## src/sv/hsl240_pkg.sv

```systemverilog
`timescale 1ns / 1ps
// ---------------------------------------------------------------------------
// hsl240_pkg
// Shared types, constants and constant dividers for the 240-scale HSL to
// RGB converter.
// ---------------------------------------------------------------------------
package hsl240_pkg;

    localparam logic [7:0]  SCALE_MAX   = 8'd240;
    localparam logic [7:0]  HALF_SCALE  = 8'd120;
    localparam logic [7:0]  HUE_THIRD   = 8'd80;
    localparam logic [7:0]  HUE_COMP    = 8'd160;   // 240 - 80
    localparam logic [7:0]  RISE_END    = 8'd40;
    localparam logic [7:0]  FLAT_END    = 8'd120;
    localparam logic [7:0]  FALL_END    = 8'd160;
    localparam logic [7:0]  RAMP_ROUND  = 8'd20;
    localparam logic [7:0]  RGB_ROUND   = 8'd120;

    // floor(y * R / 2^16) == floor(y / N) over the ranges used here
    localparam logic [12:0] RECIP_15    = 13'd4370;   // y < 3834
    localparam logic [13:0] RECIP_5     = 14'd13108;  // y < 2048

    // Hue ramp segment of one channel
    typedef enum logic [1:0] {
        SEG_RISE,
        SEG_FLAT,
        SEG_FALL,
        SEG_LOW
    } seg_t;

    // Load enables for the per-channel stages
    typedef struct packed {
        logic s3;
        logic s4;
        logic s5;
        logic s6;
    } stage_en_t;

    // x / 240 for x <= 61320: shift right by 4, then reciprocal multiply by 1/15
    function automatic logic [7:0] div240(input logic [15:0] x);
        logic [24:0] p;
        p = 25'(x[15:4]) * 25'(RECIP_15);
        return p[23:16];
    endfunction

    // x / 40 for x <= 9620: shift right by 3, then reciprocal multiply by 1/5
    function automatic logic [7:0] div40(input logic [13:0] x);
        logic [24:0] p;
        p = 25'(x[13:3]) * 25'(RECIP_5);
        return p[23:16];
    endfunction

endpackage

```

## src/sv/hsl240_chan.sv

```systemverilog
`timescale 1ns / 1ps
// ---------------------------------------------------------------------------
// hsl240_chan
// One color channel: hue ramp between the two levels, then rescale of the
// 0..240 level to 0..255 with rounding. Four register stages.
// ---------------------------------------------------------------------------
module hsl240_chan (
    input  logic                  clk,
    input  hsl240_pkg::stage_en_t en,
    input  logic [7:0]            hue_w,     // wrapped hue, 0..240
    input  logic [7:0]            light,     // clamped lightness
    input  logic [7:0]            high,      // high level
    output logic [7:0]            level
);
    import hsl240_pkg::*;

    // stage 3: segment, low level, ramp product
    logic [8:0]  lo_wide;
    logic [7:0]  lo_next;
    logic [7:0]  span;
    logic [5:0]  ramp_t;
    logic [7:0]  fall_t;
    logic [14:0] prod_wide;
    seg_t        seg_next;

    seg_t        seg_reg;
    logic [7:0]  lo_reg;
    logic [7:0]  hi_reg;
    logic [13:0] prod_reg;

    // stage 4: ramp value
    logic [7:0]  quot40;
    logic [7:0]  val_next;
    logic [7:0]  val_reg;

    // stage 5: rescale numerator
    logic [16:0] num_wide;
    logic [15:0] num_reg;

    // stage 6: rescaled level
    logic [7:0]  level_reg;

    always_comb
    begin
        lo_wide = {light, 1'b0} - {1'b0, high};
        lo_next = lo_wide[7:0];
        // high >= light, so hi - lo = 2 * (high - light) stays in 0..240
        span    = {7'(high - light), 1'b0};
        fall_t  = FALL_END - hue_w;
        if (hue_w < RISE_END)
        begin
            seg_next = SEG_RISE;
            ramp_t   = hue_w[5:0];
        end
        else if (hue_w < FLAT_END)
        begin
            seg_next = SEG_FLAT;
            ramp_t   = '0;
        end
        else if (hue_w < FALL_END)
        begin
            seg_next = SEG_FALL;
            ramp_t   = fall_t[5:0];
        end
        else
        begin
            seg_next = SEG_LOW;
            ramp_t   = '0;
        end
        prod_wide = 15'(span) * 15'(ramp_t) + 15'(RAMP_ROUND);
    end

    always_ff @(posedge clk)
    begin
        if (en.s3)
        begin
            seg_reg  <= seg_next;
            lo_reg   <= lo_next;
            hi_reg   <= high;
            prod_reg <= prod_wide[13:0];
        end
    end

    always_comb
    begin
        quot40 = div40(prod_reg);
        case (seg_reg)
            SEG_RISE: val_next = lo_reg + quot40;
            SEG_FLAT: val_next = hi_reg;
            SEG_FALL: val_next = lo_reg + quot40;
            default:  val_next = lo_reg;
        endcase
    end

    always_ff @(posedge clk)
    begin
        if (en.s4)
        begin
            val_reg <= val_next;
        end
    end

    // v * 255 + 120
    assign num_wide = {1'b0, val_reg, 8'b0} - 17'(val_reg) + 17'(RGB_ROUND);

    always_ff @(posedge clk)
    begin
        if (en.s5)
        begin
            num_reg <= num_wide[15:0];
        end
    end

    always_ff @(posedge clk)
    begin
        if (en.s6)
        begin
            level_reg <= div240(num_reg);
        end
    end

    assign level = level_reg;

endmodule

```

## src/sv/hsl_to_rgb_240_unit.sv

```systemverilog
`timescale 1ns / 1ps
// ---------------------------------------------------------------------------
// hsl_to_rgb_240_unit
// 240-scale hue/saturation/lightness to 8-bit RGB, six-stage pipeline.
// ---------------------------------------------------------------------------
//  channel  | direction | handshake             | payload
//  ---------+-----------+-----------------------+------------------------------
//  input    | in        | in_valid / in_stall   | hue, saturation, lightness
//  output   | out       | out_valid / out_stall | red, green, blue
//
//  One request per clock cycle sustained while out_stall stays low; a request
//  passes the six register stages in order, the first loaded at the accepting
//  edge, and out_valid rises once it sits in stage 6.
//  Reset (rst_n low) clears only the stage valid bits; no warm-up pass.
//  Each stage loads when it is empty or the stage after it moves, so bubbles
//  are squeezed out and in_stall rises only when all six stages are full
//  and out_stall is high. A stalled result holds its value.
//
//  Stage 1: clamp inputs to 240, wrap red and blue hues, level and gray products
//  Stage 2: divide by 240 (reciprocal multiply), high level
//  Stage 3: low level, ramp segment and ramp product (per channel)
//  Stage 4: divide by 40, ramp value
//  Stage 5: v * 255 + 120
//  Stage 6: divide by 240; gray requests bypass with l * 255 / 240
// ---------------------------------------------------------------------------
module hsl_to_rgb_240_unit (
    input  logic       clk,
    input  logic       rst_n,
    input  logic       in_valid,
    output logic       in_stall,
    input  logic [7:0] hue,
    input  logic [7:0] saturation,
    input  logic [7:0] lightness,
    output logic       out_valid,
    input  logic       out_stall,
    output logic [7:0] red,
    output logic [7:0] green,
    output logic [7:0] blue
);
    import hsl240_pkg::*;

    // pipeline control
    logic [6:1]  vld_reg;
    logic [6:1]  vld_next;
    logic [6:1]  en;
    stage_en_t   chan_en;

    // stage 1
    logic [7:0]  h_c;
    logic [7:0]  s_c;
    logic [7:0]  l_c;
    logic [8:0]  hue_up;
    logic [7:0]  hr_next;
    logic [7:0]  hb_next;
    logic        le_next;
    logic [8:0]  mul_b;
    logic [17:0] lvl_prod;
    logic [15:0] gnum_next;

    logic [7:0]  hr1_reg;
    logic [7:0]  hg1_reg;
    logic [7:0]  hb1_reg;
    logic [7:0]  l1_reg;
    logic [7:0]  s1_reg;
    logic        gray1_reg;
    logic        le1_reg;
    logic [15:0] prod1_reg;
    logic [15:0] gnum1_reg;

    // stage 2
    logic [7:0]  quot_hi;
    logic [8:0]  sum_ls;
    logic [8:0]  hi_wide;
    logic [7:0]  hi_next;

    logic [7:0]  hr2_reg;
    logic [7:0]  hg2_reg;
    logic [7:0]  hb2_reg;
    logic [7:0]  l2_reg;
    logic [7:0]  hi2_reg;
    logic [7:0]  k2_reg;
    logic        gray2_reg;

    // gray level and flag riding along stages 3..6
    logic [7:0]  k_pipe_reg [3:6];
    logic        gray_pipe_reg [3:6];

    logic [7:0]  red_c;
    logic [7:0]  green_c;
    logic [7:0]  blue_c;

    // ---------------- pipeline control ----------------
    always_comb
    begin
        en[6] = !vld_reg[6] || !out_stall;
        en[5] = !vld_reg[5] || en[6];
        en[4] = !vld_reg[4] || en[5];
        en[3] = !vld_reg[3] || en[4];
        en[2] = !vld_reg[2] || en[3];
        en[1] = !vld_reg[1] || en[2];

        vld_next[1] = en[1] ? in_valid   : vld_reg[1];
        vld_next[2] = en[2] ? vld_reg[1] : vld_reg[2];
        vld_next[3] = en[3] ? vld_reg[2] : vld_reg[3];
        vld_next[4] = en[4] ? vld_reg[3] : vld_reg[4];
        vld_next[5] = en[5] ? vld_reg[4] : vld_reg[5];
        vld_next[6] = en[6] ? vld_reg[5] : vld_reg[6];
    end

    always_ff @(posedge clk or negedge rst_n)
    begin
        if (!rst_n)
        begin
            vld_reg <= '0;
        end
        else
        begin
            vld_reg <= vld_next;
        end
    end

    assign in_stall  = !en[1];
    assign out_valid = vld_reg[6];

    assign chan_en.s3 = en[3];
    assign chan_en.s4 = en[4];
    assign chan_en.s5 = en[5];
    assign chan_en.s6 = en[6];

    // ---------------- stage 1 ----------------
    always_comb
    begin
        h_c = (hue        > SCALE_MAX) ? SCALE_MAX : hue;
        s_c = (saturation > SCALE_MAX) ? SCALE_MAX : saturation;
        l_c = (lightness  > SCALE_MAX) ? SCALE_MAX : lightness;

        // red at hue + 80, blue at hue - 80, each wrapped once into 0..240
        hue_up  = {1'b0, h_c} + {1'b0, HUE_THIRD};
        hr_next = (hue_up > {1'b0, SCALE_MAX}) ? 8'(hue_up - {1'b0, SCALE_MAX})
                                               : hue_up[7:0];
        hb_next = (h_c < HUE_THIRD) ? (h_c + HUE_COMP) : (h_c - HUE_THIRD);

        // l <= 120: l * (240 + s); else l * s; both get the +120 rounding
        le_next   = (l_c <= HALF_SCALE);
        mul_b     = le_next ? ({1'b0, SCALE_MAX} + {1'b0, s_c}) : {1'b0, s_c};
        lvl_prod  = 18'(l_c) * 18'(mul_b) + 18'(RGB_ROUND);
        gnum_next = {l_c, 8'b0} - 16'(l_c);
    end

    always_ff @(posedge clk)
    begin
        if (en[1])
        begin
            hr1_reg   <= hr_next;
            hg1_reg   <= h_c;
            hb1_reg   <= hb_next;
            l1_reg    <= l_c;
            s1_reg    <= s_c;
            gray1_reg <= (s_c == '0);
            le1_reg   <= le_next;
            prod1_reg <= lvl_prod[15:0];
            gnum1_reg <= gnum_next;
        end
    end

    // ---------------- stage 2 ----------------
    always_comb
    begin
        quot_hi = div240(prod1_reg);
        sum_ls  = {1'b0, l1_reg} + {1'b0, s1_reg};
        hi_wide = sum_ls - {1'b0, quot_hi};
        hi_next = le1_reg ? quot_hi : hi_wide[7:0];
    end

    always_ff @(posedge clk)
    begin
        if (en[2])
        begin
            hr2_reg   <= hr1_reg;
            hg2_reg   <= hg1_reg;
            hb2_reg   <= hb1_reg;
            l2_reg    <= l1_reg;
            hi2_reg   <= hi_next;
            k2_reg    <= div240(gnum1_reg);
            gray2_reg <= gray1_reg;
        end
    end

    // ---------------- gray bypass, stages 3..6 ----------------
    always_ff @(posedge clk)
    begin
        if (en[3])
        begin
            k_pipe_reg[3]    <= k2_reg;
            gray_pipe_reg[3] <= gray2_reg;
        end
        if (en[4])
        begin
            k_pipe_reg[4]    <= k_pipe_reg[3];
            gray_pipe_reg[4] <= gray_pipe_reg[3];
        end
        if (en[5])
        begin
            k_pipe_reg[5]    <= k_pipe_reg[4];
            gray_pipe_reg[5] <= gray_pipe_reg[4];
        end
        if (en[6])
        begin
            k_pipe_reg[6]    <= k_pipe_reg[5];
            gray_pipe_reg[6] <= gray_pipe_reg[5];
        end
    end

    // ---------------- channels, stages 3..6 ----------------
    hsl240_chan u_chan_red (
        .clk   (clk),
        .en    (chan_en),
        .hue_w (hr2_reg),
        .light (l2_reg),
        .high  (hi2_reg),
        .level (red_c)
    );

    hsl240_chan u_chan_green (
        .clk   (clk),
        .en    (chan_en),
        .hue_w (hg2_reg),
        .light (l2_reg),
        .high  (hi2_reg),
        .level (green_c)
    );

    hsl240_chan u_chan_blue (
        .clk   (clk),
        .en    (chan_en),
        .hue_w (hb2_reg),
        .light (l2_reg),
        .high  (hi2_reg),
        .level (blue_c)
    );

    assign red   = gray_pipe_reg[6] ? k_pipe_reg[6] : red_c;
    assign green = gray_pipe_reg[6] ? k_pipe_reg[6] : green_c;
    assign blue  = gray_pipe_reg[6] ? k_pipe_reg[6] : blue_c;

    // ---------------- checks ----------------
    // input side stalls only with every stage holding a request
    a_stall_full: assert property (@(posedge clk) disable iff (!rst_n)
        in_stall |-> (vld_reg == '1 && out_stall))
        else $error("in_stall raised with a free stage");

    // an empty first stage always takes a request
    a_empty_takes: assert property (@(posedge clk) disable iff (!rst_n)
        !vld_reg[1] |-> !in_stall)
        else $error("empty first stage stalls input");

    // high level never below lightness for a colored request
    a_hi_order: assert property (@(posedge clk) disable iff (!rst_n)
        (vld_reg[2] && !gray2_reg) |-> (hi2_reg >= l2_reg && hi2_reg <= SCALE_MAX))
        else $error("high level out of order");

    // gray result carries one level on all channels
    a_gray_equal: assert property (@(posedge clk) disable iff (!rst_n)
        (out_valid && gray_pipe_reg[6]) |-> (red == green && green == blue))
        else $error("gray result with unequal channels");

    // a request moving out of stage 5 lands in stage 6
    a_advance: assert property (@(posedge clk) disable iff (!rst_n)
        (vld_reg[5] && en[6]) |=> vld_reg[6])
        else $error("request lost between stages 5 and 6");

endmodule

```

## config.mk

```make
export PLATFORM = sky130hd
export DESIGN_NAME = hsl_to_rgb_240_unit
export DESIGN_NICKNAME = d
export VERILOG_FILES = /design/src/sv/hsl240_pkg.sv /design/src/sv/hsl240_chan.sv /design/src/sv/hsl_to_rgb_240_unit.sv
export SDC_FILE = /design/constraint.sdc
export NUM_CORES = 2
export LEC_CHECK = 0
export BUFFER_PORTS_ARGS = -buffer_cell sky130_fd_sc_hd__buf_2
export CAP_MARGIN = 20
export CORE_MARGIN = 1.5
export CORE_UTILIZATION = 60
export CTS_CLUSTER_DIAMETER = 100
export DETAILED_ROUTE_END_ITERATION = 10
export HOLD_SLACK_MARGIN = 0.15
export MAX_ROUTING_LAYER = met4
export PLACE_DENSITY = 0.73
export SYNTH_ARGS = -nofsm -noshare
export SYNTH_HDL_FRONTEND = slang
export SYNTH_SLANG_ARGS = --single-unit
```

## constraint.sdc

```tcl
create_clock -name clk -period 13.33 [get_ports clk]
set_input_delay 2.666 -clock clk [delete_from_list [all_inputs] [get_ports clk]]
set_output_delay 2.666 -clock clk [all_outputs]
set_load 0.03 [all_outputs]
```

Word-level counts from Yosys, hierarchy flattened
Memories as Yosys holds them, arrays and structs flattened.
Index checks and enable logic that the tools add are counted.
{"block": "word_totals", "inputBits": 28, "regBits": 288, "out_inout_bits": 26, "ram_bits": 36, "memories": 2, "wordCells": 163}
{"memory": "k_pipe_reg", "depth": 4, "width": 8, "read_ports": 4, "rd_clocked_by_memory_dff": 0, "wr": 4, "line_no": "hsl_to_rgb_240_unit.sv:85", "rtl": "logic [7:0] k_pipe_reg [3:6];"}
{"memory": "gray_pipe_reg", "depth": 4, "width": 1, "read_ports": 4, "rd_clocked_by_memory_dff": 0, "wr": 4, "line_no": "hsl_to_rgb_240_unit.sv:86", "rtl": "logic gray_pipe_reg [3:6];"}
{"block": "op_classes", "reduce_logical": 24, "magnitude_cmp": 15, "mul": 12, "n_mux": 36, "n_addsub": 26, "eq_ne": 6}
{"operator": "$mul 12x12->23 const B", "n": 5}
{"operator": "$mux 8", "n": 9}
{"operator": "$mul 11x12->22 const B", "n": 3}
{"operator": "$add 16x7->16 const B", "n": 4}
{"operator": "$sub 16x8->16", "n": 4}
{"operator": "$mux 6", "n": 9}
{"operator": "$pmux 8 s2", "n": 3}
{"operator": "$add 14x5->14 const B", "n": 3}
{"operator": "$mul 7x6->13", "n": 3}
{"operator": "$add 8x8->8", "n": 4}
{"operator": "$lt 8x7->1 const B", "n": 4}
{"operator": "$gt 8x8->1 const B", "n": 3}
{"operator": "$lt 8x6->1 const B", "n": 3}
{"operator": "$lt 8x8->1 const B", "n": 3}
{"operator": "$sub 6x6->6 const A", "n": 3}
{"operator": "$mul 8x9->16", "n": 1}
{"operator": "$sub 8x8->8", "n": 2}
{"operator": "$mux 1", "n": 14}
{"operator": "$reduce_or 2->1", "n": 6}
{"operator": "$add 8x7->9 const B", "n": 1}
{"operator": "$add 8x8->9 const A", "n": 1}
{"operator": "$gt 9x8->1 const B", "n": 1}
{"operator": "$mux 9", "n": 1}
{"operator": "$add 8x8->8 const B", "n": 1}
{"operator": "other kinds (10)", "n": 28}

Depth between registers and ports, before layout
{"block": "depth", "ltp_word": 8, "ltp_mapped": 27, "mapped_depth_nobuf": 27}

Cells and area by module
Synthesis repeated with hierarchy kept, for this count alone.
{"block": "hier_totals", "cells_unflattened": 3275, "hier_area_um2": 33811.2}
{"mod": "hsl_to_rgb_240_unit", "seq_area_each_um2": 4204.0, "instances": 1, "cells_each": 978, "area_per_inst_um2": 10766.6}
{"mod": "hsl240_chan (u_chan_green)", "seq_area_each_um2": 1681.6, "instances": 1, "cells_each": 776, "area_per_inst_um2": 7770.0}
{"mod": "hsl240_chan (u_chan_red)", "seq_area_each_um2": 1681.6, "instances": 1, "cells_each": 760, "area_per_inst_um2": 7638.6}
{"mod": "hsl240_chan (u_chan_blue)", "seq_area_each_um2": 1681.6, "instances": 1, "cells_each": 761, "area_per_inst_um2": 7636.1}

Worst setup path after synthesis
No wires, ideal clock.
{"block": "synth_timing", "path_type": "input-to-output", "from": "input out_stall", "to": "output in_stall", "n_path_buf": 0, "cell_stages": 4, "t_arrival_ns": 5.176, "slack_ns": 5.488, "t_required_ns": 10.664, "cell_sequence": "and3_1 > and3_1 > nand3_1 > inv_1"}
{"block": "synth_via", "elab_chain_cells": 8}
{"item": "from (decl)", "line_no": "hsl_to_rgb_240_unit.sv:35", "rtl": "input logic out_stall,"}
{"item": "$logic_not 1->1", "line_no": "hsl_to_rgb_240_unit.sv:95", "rtl": "en[6] = !vld_reg[6] || !out_stall;"}
{"item": "$logic_or 1x1->1", "line_no": "hsl_to_rgb_240_unit.sv:95"}
{"item": "$logic_or 1x1->1", "line_no": "hsl_to_rgb_240_unit.sv:96", "rtl": "en[5] = !vld_reg[5] || en[6];"}
{"item": "$logic_or 1x1->1", "line_no": "hsl_to_rgb_240_unit.sv:97", "rtl": "en[4] = !vld_reg[4] || en[5];"}
{"item": "$logic_or 1x1->1", "line_no": "hsl_to_rgb_240_unit.sv:98", "rtl": "en[3] = !vld_reg[3] || en[4];"}
{"item": "$logic_or 1x1->1", "line_no": "hsl_to_rgb_240_unit.sv:99", "rtl": "en[2] = !vld_reg[2] || en[3];"}
{"item": "$logic_or 1x1->1", "line_no": "hsl_to_rgb_240_unit.sv:100", "rtl": "en[1] = !vld_reg[1] || en[2];"}
{"item": "$logic_not 1->1", "line_no": "hsl_to_rgb_240_unit.sv:122", "rtl": "assign in_stall = !en[1];"}
{"item": "to (decl)", "line_no": "hsl_to_rgb_240_unit.sv:30", "rtl": "output logic in_stall,"}
No other way between the ends.

Worst setup path after layout
{"block": "layout_timing", "from": "input saturation[4]", "to": "register prod1_reg[14], data pin"}
{"block": "layout_via", "elab_chain_cells": 6}
{"item": "from (decl)", "line_no": "hsl_to_rgb_240_unit.sv:32", "rtl": "input logic [7:0] saturation,"}
{"item": "$gt 8x8->1 (*)", "line_no": "hsl_to_rgb_240_unit.sv:134", "rtl": "s_c = (saturation > SCALE_MAX) ? SCALE_MAX : saturation;"}
{"item": "$mux 8 (*)", "line_no": "hsl_to_rgb_240_unit.sv:134"}
{"item": "named net s_c[5]", "line_no": "hsl_to_rgb_240_unit.sv:50", "rtl": "logic [7:0] s_c;"}
{"item": "$add 8x8->9", "line_no": "hsl_to_rgb_240_unit.sv:145", "rtl": "mul_b = le_next ? ({1'b0, SCALE_MAX} + {1'b0, s_c}) : {1'b0, s_c};"}
{"item": "$mux 9 (*)", "line_no": "hsl_to_rgb_240_unit.sv:145"}
{"item": "$mul 8x9->16 (*)", "line_no": "hsl_to_rgb_240_unit.sv:146", "rtl": "lvl_prod = 18'(l_c) * 18'(mul_b) + 18'(RGB_ROUND);"}
{"item": "$add 16x7->16 (*)", "line_no": "hsl_to_rgb_240_unit.sv:146"}
{"item": "named net lvl_prod[14]", "line_no": "hsl_to_rgb_240_unit.sv:57", "rtl": "logic [17:0] lvl_prod;"}
{"item": "to (signal assigned)", "line_no": "hsl_to_rgb_240_unit.sv:161", "rtl": "prod1_reg <= lvl_prod[15:0];"}
{"item": "to (decl)", "line_no": "hsl_to_rgb_240_unit.sv:67", "rtl": "logic [15:0] prod1_reg;"}
The timed path passes the listed nets; every way through them passes the cells marked *.
A chain may end at the register's enable or synchronous reset.

==> results.md <==
- Highest-count cells in the layout ignoring fill and taps: ha_1, inv_1, edfxtp_1
- Highest Clock Rate: roughly 120 MHz
- Setup bufs post-CTS: 0
- Insertion delay to the later sink of the worst-skew pair: just under 600 ps
- Starting Density: about 60%
- Final std cells w/o fill: ~3800
- Post-synth EDFFs: between 200 and 300
- Io pins: 54
- Synthesized area: ~0.031 mm²
- DR pass1 iterations: 5
- Hold Crit Class: reg2reg
- Number of synthesized register bits: ~280
- Commonest non-fill, non-tap cell in the layout: ha_1
- Crit-path max FO: 14
- Final hold violations: 0
- Fraction of layout cells with a size suffix above 1: roughly 5.2%
- Sequential Area: slightly above 0.008 mm²
- Vias in the first global route: between 20000 and 25000
- Max cap viols: 0
- Worst slew pin tran: 1180 ps
- Crit path DAT: about 8400 ps
- Setup_tns: 0 ps
- Fraction of registers with async set/reset: under 10%
- GRT Total Usage: between 20% and 30%
- Layout area overhead: 6.45%
- Crit end category: flip-flop
- Routed wire length per instance: roughly 16 µm
- Yosys warning count: 0
- First-pass GRT wire length: 103000 µm
- Routed vias: about 21000
- RSZ-0062 raised after global routing: no
- Post-DRT Antenna Nets: 0
- Largest net degree at the start of global routing: 64
- DP HPWL: between 50000 and 60000 µm
- Initial antenna violation count: 2
- Global Route met2 Usage: 41.5%
- Worst Clk Skew: 20.5 ps
- Die W: about 230 µm
- Post-placement cell area: around 0.032 mm²
- Setup Viol. Count Final: 0
- Remaining DRCs: 0
- Core Area: approximately 0.051 mm²
- Final WL: roughly 60000 µm
- Crit path cell chain: buf_2 > ha_1 > nand3_1 > o21ai_0 > nor2_1 > a21oi_1 > nand2_1 > fa_1 > fa_1 > fa_1 > fa_1 > inv_1 > ha_1 > nor2b_1 > o21ai_0 > a21boi_1 > o21ai_0 > a21boi_1 > o21ai_0 > nand2_1 > o311ai_1
- Worst setup SP type: input port
- Area of the multi-input gates: between 0.02 and 0.025 mm²
- Die height: around 230 µm
- Final period util: 60.2%
- GR Overflow Total: 0
- Run status: finished clean
- Clk slew on worst S/H paths: approximately 60 ps
- Syn Area/Cell: 10.3 µm²
- Post-Syn Nets: a little under 4000
- Sequential fraction of the synthesis area: 26.6%
- Gr busiest metal: met2
- FP Rows: 83
- Vias per inst: ~5.5
- Finished Cell Area: 0.0333 mm²
- Slew Viols, Final: 0
- GR Util met1: between 30% and 40%
- GR Util met3: between 2 and 3%
- Initial DRC count: about 860
- Relative slew slack: 20.8%
- Post-cts resize count: 0
- Post-Syn Instances: about 3000
- Max reg flops: 32
- Critical path type: in2reg
- Placed cells: 3738
- Slowest CP cell: fa_1
- Fill cells: 4090
- Max incr delay on CP: around 550 ps
- CTS Buf Count: 31
- Synth Flop Type: edfxtp_1
- Root Driver: clkbuf_16
- CTS tree: yes
- Synth unique cells: 80
- DIE AREA: 0.0535 mm²
- CP required: roughly 14000 ps
- CTS Sinks: 278
- Nets: between 4000 and 5000
- Buffers on Ports: between 50 and 60
- CTS Hold Bufs: 0
- H-tree levels: 1
- Routability cong.: around 0.9
- Tmin final: 8020 ps
- Maximum clock path buffer count: 3
## per-layer routing
layer	part of all wire, %	routed length [µm]	vias to the layer above
met5	0	0	-
met3	3.2	1910	101
li1	-	-	10300
met1	45	27000	9982
met2	49	29300	329
met4	2.8	1650	0
## cell type report
| class | instances | share of cell area [%] |
|---|---|---|
| multi-input cells | 2127 | 61.8 |
| flip-flops and latches | 278 | 25.0 |
| inverters | 591 | 6.67 |
| well taps | 680 | 2.56 |
| clock buffers | 34 | 2.37 |
| repair buffers | 62 | 1.00 |
| clock inverters | 23 | 0.621 |
| diodes | 2 | 0.0150 |
## cell usage after synthesis, types with 5 or more instances
master / count / area [µm²]
fa_1: 248 / 4960
nor4_1: 9 / 56.3
xnor2_1: 115 / 1010
or3_1: 10 / 62.6
and4_1: 5 / 43.8
o21a_1: 22 / 165
mux2i_1: 28 / 280
o31a_1: 6 / 52.6
or2_2: 21 / 131
a211oi_1: 11 / 82.6
nor3_1: 47 / 235
edfxtp_1: 272 / 8170
nand3_1: 40 / 200
dfrtp_1: 6 / 150
a22oi_1: 10 / 75.1
o31ai_1: 11 / 82.6
o41ai_1: 7 / 61.3
o21ai_0: 66 / 330
o21bai_1: 9 / 67.6
nand2_1: 131 / 492
inv_1: 589 / 2210
xor2_1: 78 / 683
a21o_1: 43 / 323
and3_1: 30 / 188
nand4_1: 14 / 87.6
a21boi_1: 5 / 37.5
a21oi_1: 105 / 526
or2_1: 5 / 31.3
nor2b_1: 23 / 144
o22ai_1: 5 / 31.3
ha_1: 635 / 7950
nor2_1: 237 / 890
clkbuf_1: 48 / 180
nor3b_1: 5 / 37.5
mux2_2: 7 / 78.8
and2_1: 24 / 150
o21ai_1: 12 / 60.1
o211ai_1: 5 / 37.5
nand2b_1: 38 / 238
## path summary, 6_finish.rpt
| check | startpoint | endpoint | slack, ps | cells past startpoint |
|---|---|---|---|---|
| setup / recovery | saturation[4] | prod1_reg[14] | 5310 | 21 |
| hold / removal | k2_reg[3] | k_pipe_reg[0][27] | 410 | 0 |
| setup reg to reg | u_chan_green.prod_reg[8] | u_chan_green.val_reg[7] | 6660 | 24 |
| hold reg to reg | k2_reg[3] | k_pipe_reg[0][27] | 410 | 0 |
| max in group asynchronous | rst_n | vld_reg[6] | 11300 | 1 |
| min in group asynchronous | rst_n | vld_reg[3] | 1890 | 1 |
## cells by family (layout without fill, tap and decap cells)
kind of cell	count (synthesis)	after routing	share of synthesized area [%]
compound gates	362	362	7.76
xor+xnor	195	195	5.56
fa+ha+maj	883	883	41.3
buf+inv	639	710	7.68
flops	278	278	26.6
mux	35	35	1.15
other cells	0	2	0
simple gates	652	652	9.93
## stage by stage
step | setup WS [ps] | hold WS [ps] | utilization, %
after global placement | 4840 | 401 | 62.8
after detailed placement | 4750 | 405 | 62.8
after CTS | 5340 | 412 | 64.7
after global routing | 4870 | 420 | 64.7
final | 5310 | 407 | 64.7
after floorplan | 5490 | 400 | -
## worst max-delay path: cells and delay by family
family          cells  cell delay, ps
fa+ha+maj           6            2520
compound gates      8            2200
buf+inv             2             160
simple gates        5             860
Power is not shown: default switching activity piles up to over one toggle a cycle in this logic, so the estimate is an artifact.
